===== src/design/kpbs_pkg.sv =====
`timescale 1ns / 1ps
// ----------------------------------------------------------------------------
// kpbs_pkg: shared types and constants
// Operation codes, word layout and the KISS99 start and step constants.
// ----------------------------------------------------------------------------
package kpbs_pkg;

   // Operation codes carried on the request tuser
   localparam logic [1:0] OP_RELOAD   = 2'd0;
   localparam logic [1:0] OP_SEED     = 2'd1;
   localparam logic [1:0] OP_GENERATE = 2'd2;
   localparam logic [1:0] OP_UNUSED   = 2'd3;

   localparam int unsigned WORD_W  = 32;
   localparam int unsigned COUNT_W = 3;
   localparam int unsigned TDATA_W = 40;

   localparam logic [COUNT_W-1:0] COUNT_NONE = 3'd0;
   localparam logic [COUNT_W-1:0] COUNT_FULL = 3'd4;

   // Start values of the four generator words
   localparam logic [WORD_W-1:0] START_MWC_HIGH = 32'd362436069;
   localparam logic [WORD_W-1:0] START_MWC_LOW  = 32'd521288629;
   localparam logic [WORD_W-1:0] START_XORSHIFT = 32'd123456789;
   localparam logic [WORD_W-1:0] START_CONG     = 32'd380116160;

   // Step constants
   localparam logic [15:0]       MWC_HIGH_MULT = 16'd36969;
   localparam logic [15:0]       MWC_LOW_MULT  = 16'd18000;
   localparam logic [WORD_W-1:0] CONG_MULT     = 32'd69069;
   localparam logic [WORD_W-1:0] CONG_INC      = 32'd1234567;

   typedef struct packed {
      logic [1:0]         op;
      logic [WORD_W-1:0]  seed_group;
      logic [COUNT_W-1:0] byte_count;
   } item_type;

   typedef struct packed {
      logic [WORD_W-1:0] mwc_high;
      logic [WORD_W-1:0] mwc_low;
      logic [WORD_W-1:0] xorshift_word;
      logic [WORD_W-1:0] congruential_word;
   } gen_state_type;

   localparam gen_state_type START_STATE = '{
      mwc_high:          START_MWC_HIGH,
      mwc_low:           START_MWC_LOW,
      xorshift_word:     START_XORSHIFT,
      congruential_word: START_CONG
   };

   typedef struct packed {
      logic               emit;
      logic [WORD_W-1:0]  random_word;
      logic [COUNT_W-1:0] valid_bytes;
   } step_result_type;

endpackage


===== src/design/kpbs_in_stage.sv =====
`timescale 1ns / 1ps
// ----------------------------------------------------------------------------
// kpbs_in_stage: request input register
// Captures one request word and holds it until the step logic takes it.
// ----------------------------------------------------------------------------
module kpbs_in_stage (
   input  logic                  clock,
   input  logic                  reset,
   input  logic                  req_tvalid,
   output logic                  req_tready,
   // seed_group [31:0], byte_count [34:32], zero fill [39:35]
   input  logic [kpbs_pkg::TDATA_W-1:0] req_tdata,
   // op [1:0]
   input  logic [1:0]            req_tuser,
   input  logic                  take,
   output logic                  item_valid,
   output kpbs_pkg::item_type    item
);

   logic               valid_ff;
   logic               valid_in;
   kpbs_pkg::item_type item_ff;
   kpbs_pkg::item_type item_in;
   logic               accept;

   // Take a new word whenever the held one leaves in this cycle
   assign req_tready = !valid_ff || take;
   assign accept     = req_tvalid && req_tready;

   always_comb begin
      valid_in = valid_ff;
      item_in  = item_ff;
      if (accept) begin
         valid_in           = 1'b1;
         item_in.op         = req_tuser;
         item_in.seed_group = req_tdata[31:0];
         item_in.byte_count = req_tdata[34:32];
      end else if (take) begin
         valid_in = 1'b0;
      end
   end

   always_ff @(posedge clock) begin
      if (reset) begin
         valid_ff <= 1'b0;
      end else begin
         valid_ff <= valid_in;
      end
      item_ff <= item_in;
   end

   assign item_valid = valid_ff;
   assign item       = item_ff;

endmodule


===== src/design/kpbs_step.sv =====
`timescale 1ns / 1ps
// ----------------------------------------------------------------------------
// kpbs_step: KISS99 step and seed logic
// Works out the next generator state and the result for one request.
// ----------------------------------------------------------------------------
module kpbs_step (
   input  kpbs_pkg::gen_state_type   state,
   input  kpbs_pkg::item_type        item,
   output kpbs_pkg::gen_state_type   next_state,
   output kpbs_pkg::step_result_type result
);

   logic [kpbs_pkg::COUNT_W-1:0] count_sat;
   kpbs_pkg::gen_state_type      seeded;
   kpbs_pkg::gen_state_type      adv_src;
   kpbs_pkg::gen_state_type      adv;
   logic [kpbs_pkg::WORD_W-1:0]  hi_prod;
   logic [kpbs_pkg::WORD_W-1:0]  lo_prod;
   logic [kpbs_pkg::WORD_W-1:0]  xs_a;
   logic [kpbs_pkg::WORD_W-1:0]  xs_b;
   logic [kpbs_pkg::WORD_W-1:0]  mix;
   logic [kpbs_pkg::WORD_W-1:0]  kiss_word;

   // Clamp oversized counts to a full group
   assign count_sat = (item.byte_count > kpbs_pkg::COUNT_FULL) ?
                      kpbs_pkg::COUNT_FULL : item.byte_count;

   // Fold seed bytes into the words, lowest byte first
   always_comb begin
      seeded = state;
      if (count_sat >= 3'd1) begin
         seeded.mwc_high = state.mwc_high ^ {24'd0, item.seed_group[7:0]};
      end
      if (count_sat >= 3'd2) begin
         seeded.mwc_low = state.mwc_low ^ {24'd0, item.seed_group[15:8]};
      end
      if (count_sat >= 3'd3) begin
         seeded.xorshift_word = state.xorshift_word ^ {24'd0, item.seed_group[23:16]};
      end
      if (count_sat == kpbs_pkg::COUNT_FULL) begin
         seeded.congruential_word = state.congruential_word ^
                                    {24'd0, item.seed_group[31:24]};
      end
   end

   assign adv_src = (item.op == kpbs_pkg::OP_SEED) ? seeded : state;

   // One generator step: two MWC halves, xorshift, congruential
   assign hi_prod = {16'd0, adv_src.mwc_high[15:0]} * {16'd0, kpbs_pkg::MWC_HIGH_MULT};
   assign lo_prod = {16'd0, adv_src.mwc_low[15:0]} * {16'd0, kpbs_pkg::MWC_LOW_MULT};
   assign adv.mwc_high = hi_prod + {16'd0, adv_src.mwc_high[31:16]};
   assign adv.mwc_low  = lo_prod + {16'd0, adv_src.mwc_low[31:16]};

   assign xs_a = adv_src.xorshift_word ^ (adv_src.xorshift_word << 17);
   assign xs_b = xs_a ^ (xs_a >> 13);
   assign adv.xorshift_word = xs_b ^ (xs_b << 5);

   assign adv.congruential_word = adv_src.congruential_word * kpbs_pkg::CONG_MULT +
                                  kpbs_pkg::CONG_INC;

   assign mix       = {adv.mwc_high[15:0], 16'd0} + adv.mwc_low;
   assign kiss_word = (mix ^ adv.congruential_word) + adv.xorshift_word;

   always_comb begin
      next_state         = state;
      result.emit        = 1'b0;
      result.random_word = kiss_word;
      result.valid_bytes = count_sat;
      unique case (item.op)
         kpbs_pkg::OP_RELOAD: begin
            next_state = kpbs_pkg::START_STATE;
         end
         kpbs_pkg::OP_SEED: begin
            next_state = (count_sat == kpbs_pkg::COUNT_FULL) ? adv : seeded;
         end
         kpbs_pkg::OP_GENERATE: begin
            if (count_sat != kpbs_pkg::COUNT_NONE) begin
               next_state  = adv;
               result.emit = 1'b1;
            end
         end
         kpbs_pkg::OP_UNUSED: begin
            next_state = state;
         end
      endcase
   end

endmodule


===== src/design/kiss_prng_with_byte_seeding_core.sv =====
`timescale 1ns / 1ps
// ----------------------------------------------------------------------------
// kiss_prng_with_byte_seeding_core: KISS99 generator with byte seeding
// Reloads start constants, absorbs seed bytes and generates 32-bit words.
// ----------------------------------------------------------------------------
//
//  channel  | direction | tdata                                 | tuser
//  ---------+-----------+---------------------------------------+---------
//  req_     | in        | seed_group[31:0], byte_count[34:32]   | op[1:0]
//  rsp_     | out       | random_word[31:0], valid_bytes[34:32] | -
//
//  A request word is held in the input register; the step logic
//  then updates the four generator words and loads the result register,
//  which drives rsp_tvalid; one request per cycle is sustained while
//  rsp_tready keeps the result register from stalling.
//  The combinational state update (three multipliers and the KISS mix)
//  closes the loop between requests.
//  Reset loads the start constants and empties both registers.
//  A stalled result holds only generate requests; reload and seed requests
//  keep flowing while a result waits.
//
module kiss_prng_with_byte_seeding_core (
   input  logic        clock,
   input  logic        reset,
   input  logic        req_tvalid,
   output logic        req_tready,
   // seed_group [31:0], byte_count [34:32], zero fill [39:35]
   input  logic [39:0] req_tdata,
   // op [1:0]
   input  logic [1:0]  req_tuser,
   output logic        rsp_tvalid,
   input  logic        rsp_tready,
   // random_word [31:0], valid_bytes [34:32], zero fill [39:35]
   output logic [39:0] rsp_tdata
);

   logic                      item_valid;
   kpbs_pkg::item_type        item;
   logic                      take;
   logic                      out_free;
   kpbs_pkg::gen_state_type   state_ff;
   kpbs_pkg::gen_state_type   state_in;
   kpbs_pkg::gen_state_type   step_state;
   kpbs_pkg::step_result_type step_res;

   logic                                rsp_valid_ff;
   logic                                rsp_valid_in;
   logic [kpbs_pkg::WORD_W-1:0]         rsp_word_ff;
   logic [kpbs_pkg::WORD_W-1:0]         rsp_word_in;
   logic [kpbs_pkg::COUNT_W-1:0]        rsp_bytes_ff;
   logic [kpbs_pkg::COUNT_W-1:0]        rsp_bytes_in;

   kpbs_in_stage u_in_stage (
      .clock      (clock),
      .reset      (reset),
      .req_tvalid (req_tvalid),
      .req_tready (req_tready),
      .req_tdata  (req_tdata),
      .req_tuser  (req_tuser),
      .take       (take),
      .item_valid (item_valid),
      .item       (item)
   );

   kpbs_step u_step (
      .state      (state_ff),
      .item       (item),
      .next_state (step_state),
      .result     (step_res)
   );

   // The result register frees up when empty or drained this cycle
   assign out_free = !rsp_valid_ff || rsp_tready;

   // Hold a generate request while its result has nowhere to go
   assign take = item_valid && (!step_res.emit || out_free);

   // Advance the generator only on a taken request
   assign state_in = take ? step_state : state_ff;

   always_comb begin
      rsp_valid_in = rsp_valid_ff;
      rsp_word_in  = rsp_word_ff;
      rsp_bytes_in = rsp_bytes_ff;
      if (take && step_res.emit) begin
         rsp_valid_in = 1'b1;
         rsp_word_in  = step_res.random_word;
         rsp_bytes_in = step_res.valid_bytes;
      end else if (rsp_tready) begin
         rsp_valid_in = 1'b0;
      end
   end

   always_ff @(posedge clock) begin
      if (reset) begin
         state_ff     <= kpbs_pkg::START_STATE;
         rsp_valid_ff <= 1'b0;
      end else begin
         state_ff     <= state_in;
         rsp_valid_ff <= rsp_valid_in;
      end
      rsp_word_ff  <= rsp_word_in;
      rsp_bytes_ff <= rsp_bytes_in;
   end

   assign rsp_tvalid = rsp_valid_ff;
   assign rsp_tdata  = {5'd0, rsp_bytes_ff, rsp_word_ff};

`ifndef ASSERT_OFF
   // Reset lands on the start constants with no result pending
   a_reset_state: assert property (@(posedge clock)
      reset |=> (state_ff == kpbs_pkg::START_STATE) && !rsp_valid_ff)
      else $error("generator not at start state after reset");

   // Never overwrite a result that is still waiting
   a_no_overwrite: assert property (@(posedge clock) disable iff (reset)
      (rsp_valid_ff && !rsp_tready && step_res.emit) |-> !take)
      else $error("pending result overwritten");

   // A taken generate request shows up as a result next cycle
   a_emit_visible: assert property (@(posedge clock) disable iff (reset)
      (take && step_res.emit) |=> rsp_valid_ff)
      else $error("generated word lost");

   // Reload brings back the start constants
   a_reload: assert property (@(posedge clock) disable iff (reset)
      (take && item.op == kpbs_pkg::OP_RELOAD) |=> (state_ff == kpbs_pkg::START_STATE))
      else $error("reload did not restore start state");

   // A pending result always carries a byte count of one to four
   a_bytes_range: assert property (@(posedge clock) disable iff (reset)
      rsp_valid_ff |-> (rsp_bytes_ff != kpbs_pkg::COUNT_NONE) &&
                       (rsp_bytes_ff <= kpbs_pkg::COUNT_FULL))
      else $error("result byte count out of range");
`endif

endmodule

===== config.mk =====
export PLATFORM = sky130hd
export DESIGN_NAME = kiss_prng_with_byte_seeding_core
export DESIGN_NICKNAME = d
export VERILOG_FILES = /design/src/design/kpbs_pkg.sv /design/src/design/kpbs_in_stage.sv /design/src/design/kpbs_step.sv /design/src/design/kiss_prng_with_byte_seeding_core.sv
export SDC_FILE = /design/constraint.sdc
export NUM_CORES = 1
export LEC_CHECK = 0
export BUFFER_PORTS_ARGS = -buffer_cell sky130_fd_sc_hd__buf_2
export CORE_MARGIN = 2
export CORE_UTILIZATION = 44
export DETAILED_ROUTE_END_ITERATION = 7
export SKIP_LAST_GASP = 1
export SYNTH_ARGS = -nofsm -noshare
export SYNTH_HDL_FRONTEND = slang
export SYNTH_SLANG_ARGS = --single-unit

===== constraint.sdc =====
create_clock -name clock -period 10.86 [get_ports clock]
set_input_delay 2.172 -clock clock [delete_from_list [all_inputs] [get_ports clock]]
set_output_delay 2.172 -clock clock [all_outputs]
set_load 0.01 [all_outputs]

==> metrics.md, run 1 <==
| Metric | Value |
|---|---|
| Hold_buf cts | 0 |
| Die X-Extent | 248.4 um |
| # DRC | 0 |
| Min-delay worst type | register to register |
| Mean Syn Cell Area | 9.255 um^2 |
| # port buffers | 77 |
| Final net count | 3670 |
| Worst-path fanout max | 13 |
| Clock sinks | 202 |
| # rows | 89 |
| Layout cells sized above 1 | 6.361% |
| Synth top area cells | ha_1 23%, fa_1 19%, dfxtp_1 9.9% |
| Largest net degree at the start of global routing | 61 |
| DP Wirelength | 57320 um |
| Clk_skew | 0.02526 ns |
| Share of the synthesized area in the top cell type | 22.57% |
| Multiplexer share of the synthesized area | 0.1572% |
| Fin crit period | 10.10 ns |
| Sequential share of the synthesized area | 18.13% |
| # diodes | 0 |
| Top_reg_cell synth | dfxtp_1 |
| Synth Area in XOR/XNOR | 9.634% |
| Largest family of logic cells by synthesized area | adder cells |
| Ratio of final minimum period to clock period | 92.96% |
| DR pass1 iterations | 6 |
| Library cells used by synthesis | 83 |
| Clk slew on worst S/H paths | 0.07 ns |
| PnR worst setup slack | 0.7641 ns |
| Area Overhead vs Synth | 7.996% |
| Synthesized area | 0.02627 mm^2 |
| Vias in the first global route | 20360 |
| Initial antenna violation count | 1 |
| Top delay family on crit path | adder cells |
| Initial Util | 44.52% |
| CTS Buffer Depth | 3 |
| Post-Synth Adder-Cell Area | 41.09% |
| Slew Viols, Final | 0 |
| Vias per Instance | 5.348 |
| Register area | 0.004765 mm^2 |
| First-pass GRT wire length | 110600 um |
| EDFF count, synth | 72 |
| Crit-path most repeated cell | ha_1 |
| Starting DRT DRC Count | 1141 |
| RSZ-0062 raised after global routing | no |
| Simple logic cell fraction of the synthesized area | 8.839% |
| CTS tree | done |
| Largest stage delay, worst path | 0.67 ns |
| ANT nets after route | 0 |
| Syn Inst Count | 2839 |
| Post-synth top area cell | ha_1 |
| Final GP Congestion | 0.9132 |
| Final hold violation count | 0 |
| Register bit total from synthesis | 202 |
| Setup TNS | 0 ns |
| Wirelength per Cell | 18.91 um |
| Clk root buf | clkbuf_16 |
| FILL cells | 5588 |
| Die Ht | 248.4 um |
| Crit start category | register |
| Fmax | 99.05 MHz |
| Post-synthesis compound-gate area fraction | 13.55% |
| Crit. End Element | register |
| Overall Global Routing Usage | 23.18% |
| Clock latency on the worst-skew pair | 0.56 ns |
| Critical Path RT | 11.17 ns |
| Post-CTS setup buffer count | 0 |
| Worst slew pin tran | 1.220 ns |
| Reg2Reg Launch Point | u_in_stage.item[1]$_DFFE_PP_ |
| Beginning of the critical path | u_in_stage.item[1]$_DFFE_PP_ |
| GRT overflow | 0 |
| Crit Path Category | register to register |
| Status | finished clean |
| CP max stage cell | xnor2_1 |
| Total die area | 0.06169 mm^2 |
| CTS Buf Count | 24 |
| Core area | 0.05902 mm^2 |
| Most frequent cell after synthesis | inv_1 |
| Post_cts resized | 0 |
| Relative slew slack | 18.46% |
| Setup Viol. Count Final | 0 |
| Via Count | 19770 |
| Most frequent cells after synthesis | 525 x inv_1, 474 x ha_1, 243 x fa_1, 195 x xnor2_1, 183 x nor2_1 |
| Buffers and inverters on the worst path | 0 |
| Total wire length | 69920 um |
| YS warnings | 0 |
| Multi-input gate area | 0.01930 mm^2 |
| H-tree Lvls | 1 |
| Setup Slack @ Placement | 0.6850 ns |
| I/O Pins | 88 |
| Worst path arrival time | 10.40 ns |
| Max_cap viols | 0 |
| HP Start | state_ff[68]$_SDFFE_PP1P_ |
| Post-synth ARST share | 0% |
## sequential cells by signal (all words and copies together), names as in the netlist
register / cells
u_in_stage.item: 37
rsp_word_ff: 32
rsp_tvalid: 1
u_in_stage.item_valid: 1
state_ff: 128
rsp_bytes_ff: 3
## worst register-to-register path: cells and delay by family (launching register included)
family          cells  cell delay, ns
flops               1            0.62
fa+ha+maj           9            3.11
xor+xnor            6            1.78
simple gates       12            1.93
compound gates     11            2.42
## path summary, 6_finish.rpt
path	slack, ns	end	cells past startpoint
setup reg to reg	0.76	rsp_word_ff[31]$_DFFE_PP_	38
hold / removal	0.50	state_ff[68]$_SDFFE_PP1P_	2
hold reg to reg	0.50	state_ff[68]$_SDFFE_PP1P_	2
setup / recovery	0.76	rsp_word_ff[31]$_DFFE_PP_	38
## per-layer routing
| layer | track usage [%] | up-vias | routed length (um) |
|---|---|---|---|
| li1 | - | 9587 | - |
| met1 | 30.77 | 9642 | 31120 |
| met2 | 39.88 | 443 | 33470 |
| met3 | 2.456 | 101 | 3201 |
| met4 | 6.600 | 0 | 2125 |
| met5 | 0 | - | 0 |
## area by class of cell
class,count,share of cell area (%)
clock inverter,8,0.2028
inverter,525,6.945
clock buffer,35,2.438
timing repair buffer,108,2.178
sequential,202,16.79
tap,773,3.409
multi-input combinational,2046,68.04
## through the flow
stage	std cells	area [um^2]	hold slack (ns)	utilization (%)
after CTS	3697	28360	0.4994	48.05
after global placement	3654	27610	0.4649	46.78
after floorplan	2843	26290	0.4297	-
after detailed placement	3654	27610	0.4886	46.78
final	3697	28370	0.4975	48.08
after global routing	3697	28370	0.5304	48.08
## logic make-up after synthesis
| kind of cell | after synthesis |
|---|---|
| mux | 4 |
| flops | 202 |
| simple gates | 483 |
| compound gates | 553 |
| fa+ha+maj | 717 |
| xor+xnor | 284 |
| buf+inv | 595 |
| other cells | 1 |
## cells in the final DEF (no fill, tap or decap), drive strengths merged, types with 10 or more instances in the layout
master  synthesis  routed
inv           525     527
ha            474     474
fa            243     243
xnor2         197     197
nor2          183     183
a21oi         156     156
dfxtp         130     130
o21ai         127     127
nand2         109     109
buf            10     108
xor2           86      86
edfxtp         72      72
a21o           48      48
a211oi         45      45
a22oi          42      42
clkbuf         60      35
o21a           31      31
nor2b          30      30
nor3           29      29
nand3          25      25
nand2b         24      24
o211ai         15      15
or3            14      14
or2            14      14
o21bai         12      12
and2           10      10
Power of run 1 is not shown: default switching activity piles up to over one toggle a cycle in this logic, so the estimate is an artifact.
==> run 2, diff against run 1 <==
Settings changed: CELL_PAD_IN_SITES_DETAIL_PLACEMENT from default to 0, CELL_PAD_IN_SITES_GLOBAL_PLACEMENT from default to 2, CORE_UTILIZATION 44 to 42, PLACE_DENSITY_LB_ADDON from default to 0.1.
Clock period 10.86 ns to 10.2 ns, I/O delays scaled along.
==> run 2 against run 1 <==
First-iteration DRC count down 25%. Flip-flop and latch count unchanged. Via count fell by 1.2%. Register-to-register slack got worse by 0.18 ns. Die area is 4.7% higher.
==> metrics.md, run 2 (synthesis results as in run 1) <==
| Metric | Value |
|---|---|
| Relative slew slack | 20.31% (+1.9 points) |
| First-pass GRT wire length | 117900 um (+6.6%) |
| Crit Path Category | register to register |
| Max_cap viols | 0 (unchanged) |
| Multi-input gate area | 0.01936 mm^2 (+0.29%) |
| Status | finished clean |
| Largest register FFs | 128 (unchanged) |
| Final GP Congestion | 0.8914 (-2.4%) |
| Via Count | 19530 (-1.2%) |
| Buffers and inverters on the worst path | 8 (+8) |
| Largest net degree at the start of global routing | 74 (+21%) |
| Reg2Reg Launch Point | u_in_stage.item[36]$_DFFE_PP_ |
| Setup TNS | 0 ns (unchanged) |
| Ratio of final minimum period to clock period | 94.23% (+1.3 points) |
| Layout cells sized above 1 | 7.114% (+0.75 points) |
| Crit path depth | 42 (+11%) |
| Final instance area | 0.02863 mm^2 (+0.91%) |
| Crit start category | register |
| Total die area | 0.06457 mm^2 (+4.7%) |
| Slew Viols, Final | 0 (unchanged) |
| Final hold slack | 0.4914 ns (-0.006113 ns) |
| Reg2reg setup slack | 0.59 ns (-0.18 ns) |
| # DRC | 0 (unchanged) |
| Placed cell area | 0.02778 mm^2 (+0.60%) |
| Initial antenna violation count | 0 (-1) |
| Wirelength per Cell | 19.85 um (+4.9%) |
| Register area | 0.004765 mm^2 (unchanged) |
| Fin cells | 3775 (+2.1%) |
| Top delay family on crit path | adder cells |
| Clk root buf | clkbuf_16 |
| # port buffers | 77 (unchanged) |
| Reg with most FFs | state_ff |
| Area Overhead vs Synth | 8.977% |
| Starting DRT DRC Count | 853 (-25%) |
| Hold Crit Endpoint | state_ff[68]$_SDFFE_PP1P_ |
| Overall Global Routing Usage | 23.97% (+0.79 points) |
| Fmax | 104.0 MHz (+5.0%) |
| Depth of the worst hold-timing path | 2 (unchanged) |
| ANT nets after route | 0 (unchanged) |
| Clock latency on the worst-skew pair | 0.55 ns (about the same) |
| DP Cell Count | 3728 (+2.0%) |
| Worst path arrival time | 9.91 ns (-0.49 ns) |
| CP max stage cell | fa_1 |
| Clock sinks | 202 (unchanged) |
| DR pass1 iterations | 5 (-1) |
| HP Start | state_ff[68]$_SDFFE_PP1P_ |
| Largest stage delay, worst path | 0.51 ns (-0.16 ns) |
| Most frequent cells in the layout | 525 x inv_1, 473 x ha_1, 243 x fa_1 |
| I/O Pins | 88 (unchanged) |
| Die Ht | 254.1 um (+2.3%) |
| CTS Buffer Depth | 3 (unchanged) |
| Final net count | 3683 (+0.35%) |
| Total wire length | 74920 um (+7.1%) |
| Reg2reg end | rsp_word_ff[31]$_DFFE_PP_ |
| Vias per Instance | 5.174 (-3.3%) |
| Vias in the first global route | 20210 (-0.76%) |
| RSZ-0062 raised after global routing | no |
| FILL cells | 6050 (+8.3%) |
| Fin crit period | 9.612 ns (-0.4843 ns) |
| Core area | 0.06183 mm^2 (+4.8%) |
| Initial Util | 42.50% (-2.0 points) |
| Clk_skew | 0.01882 ns (-0.006436 ns) |
| H-tree Lvls | 1 (unchanged) |
| Crit. End Element | register |
| Worst slew pin tran | 1.192 ns (-0.02772 ns) |
| # rows | 91 (+2.2%) |
| Most common cell after layout, fill and taps aside | inv_1 |
| Min-delay worst type | register to register |
| Setup Viol. Count Final | 0 (unchanged) |
| DP Wirelength | 61170 um (+6.7%) |
| CTS tree | done |
| Worst r2r path cells | 42 (+11%) |
| Die X-Extent | 254.1 um (+2.3%) |
| GRT overflow | 0 (unchanged) |
| # diodes | 0 (unchanged) |
| Final hold violation count | 0 (unchanged) |
| Worst-path fanout max | 10 (-3) |
| Critical Path RT | 10.50 ns (-0.67 ns) |
| CTS Buf Count | 25 (+4.2%) |
| Clk slew on worst S/H paths | 0.06 ns (about the same) |
[run 2: changes by cell type in the layout (fill, tap and decap cells not counted), moves of 2 or more]
cell | before | now
buf_4 | 31 | 43
xnor2_1 | 193 | 189
clkbuf_1 | 6 | 3
clkinv_2 | 2 | 5
xnor2_2 | 4 | 7
clkbuf_8 | 5 | 3
clkinv_1 | 2 | 4
clkinvlp_4 | 0 | 2
[run 2: metrics by stage]
| step | setup WS, ns | util [%] |
|---|---|---|
| 2_1_floorplan | 1.096 | - |
| 3_3_place_gp | 0.2265 | 44.93 |
| 3_5_place_dp | 0.2015 | 44.93 |
| 4_1_cts | 0.1647 | 46.19 |
| 5_1_grt | 0.02003 | 46.31 |
| 6_report | 0.5884 | 46.31 |
[run 2: routing by layer]
metal  GRT usage [%]  up-vias  wire length [um]
li1                -     9614                 -
met2           41.29      280             35730
met5               0        -                 0
met3           1.864       61              2394
met1           33.31     9576             35650
met4           4.084        0              1142
[run 2: how the worst max path moves through the flow]
stage / to / from / slack [ns]
2_1_floorplan: rsp_word_ff[31]$_DFFE_PP_ / u_in_stage.item[36]$_DFFE_PP_ / 1.10
3_3_place_gp: rsp_word_ff[31]$_DFFE_PP_ / u_in_stage.item[36]$_DFFE_PP_ / 0.23
3_5_place_dp: rsp_word_ff[31]$_DFFE_PP_ / u_in_stage.item[36]$_DFFE_PP_ / 0.20
4_1_cts: rsp_word_ff[31]$_DFFE_PP_ / u_in_stage.item[36]$_DFFE_PP_ / 0.16
5_1_grt: rsp_word_ff[31]$_DFFE_PP_ / u_in_stage.item[36]$_DFFE_PP_ / 0.02
6_report: rsp_word_ff[31]$_DFFE_PP_ / u_in_stage.item[36]$_DFFE_PP_ / 0.59
[run 2: final cells by class]
| cell class | instances | share of cell area [%] |
|---|---|---|
| flip-flops and latches | 202 | 16.64 |
| clock inverters | 14 | 0.3583 |
| repair buffers | 120 | 2.473 |
| clock buffers | 31 | 2.368 |
| well taps | 837 | 3.658 |
| inverters | 525 | 6.883 |
| multi-input cells | 2046 | 67.62 |
[run 2: worst register-to-register path: cells and delay by family, from the launching register on]
kind / cells / cell delay (ns)
buf+inv: 8 / 0.89
simple gates: 9 / 1.49
flops: 1 / 0.42
xor+xnor: 3 / 0.54
compound gates: 13 / 2.61
fa+ha+maj: 9 / 3.42
[run 2: timing repair]
action,4_1_cts,5_1_grt
gates resized for setup,0,9
endpoints found under the setup margin,0,5
hold buffers,0,0
buffers inserted,0,2
Power of run 2 is left out for the same reason.
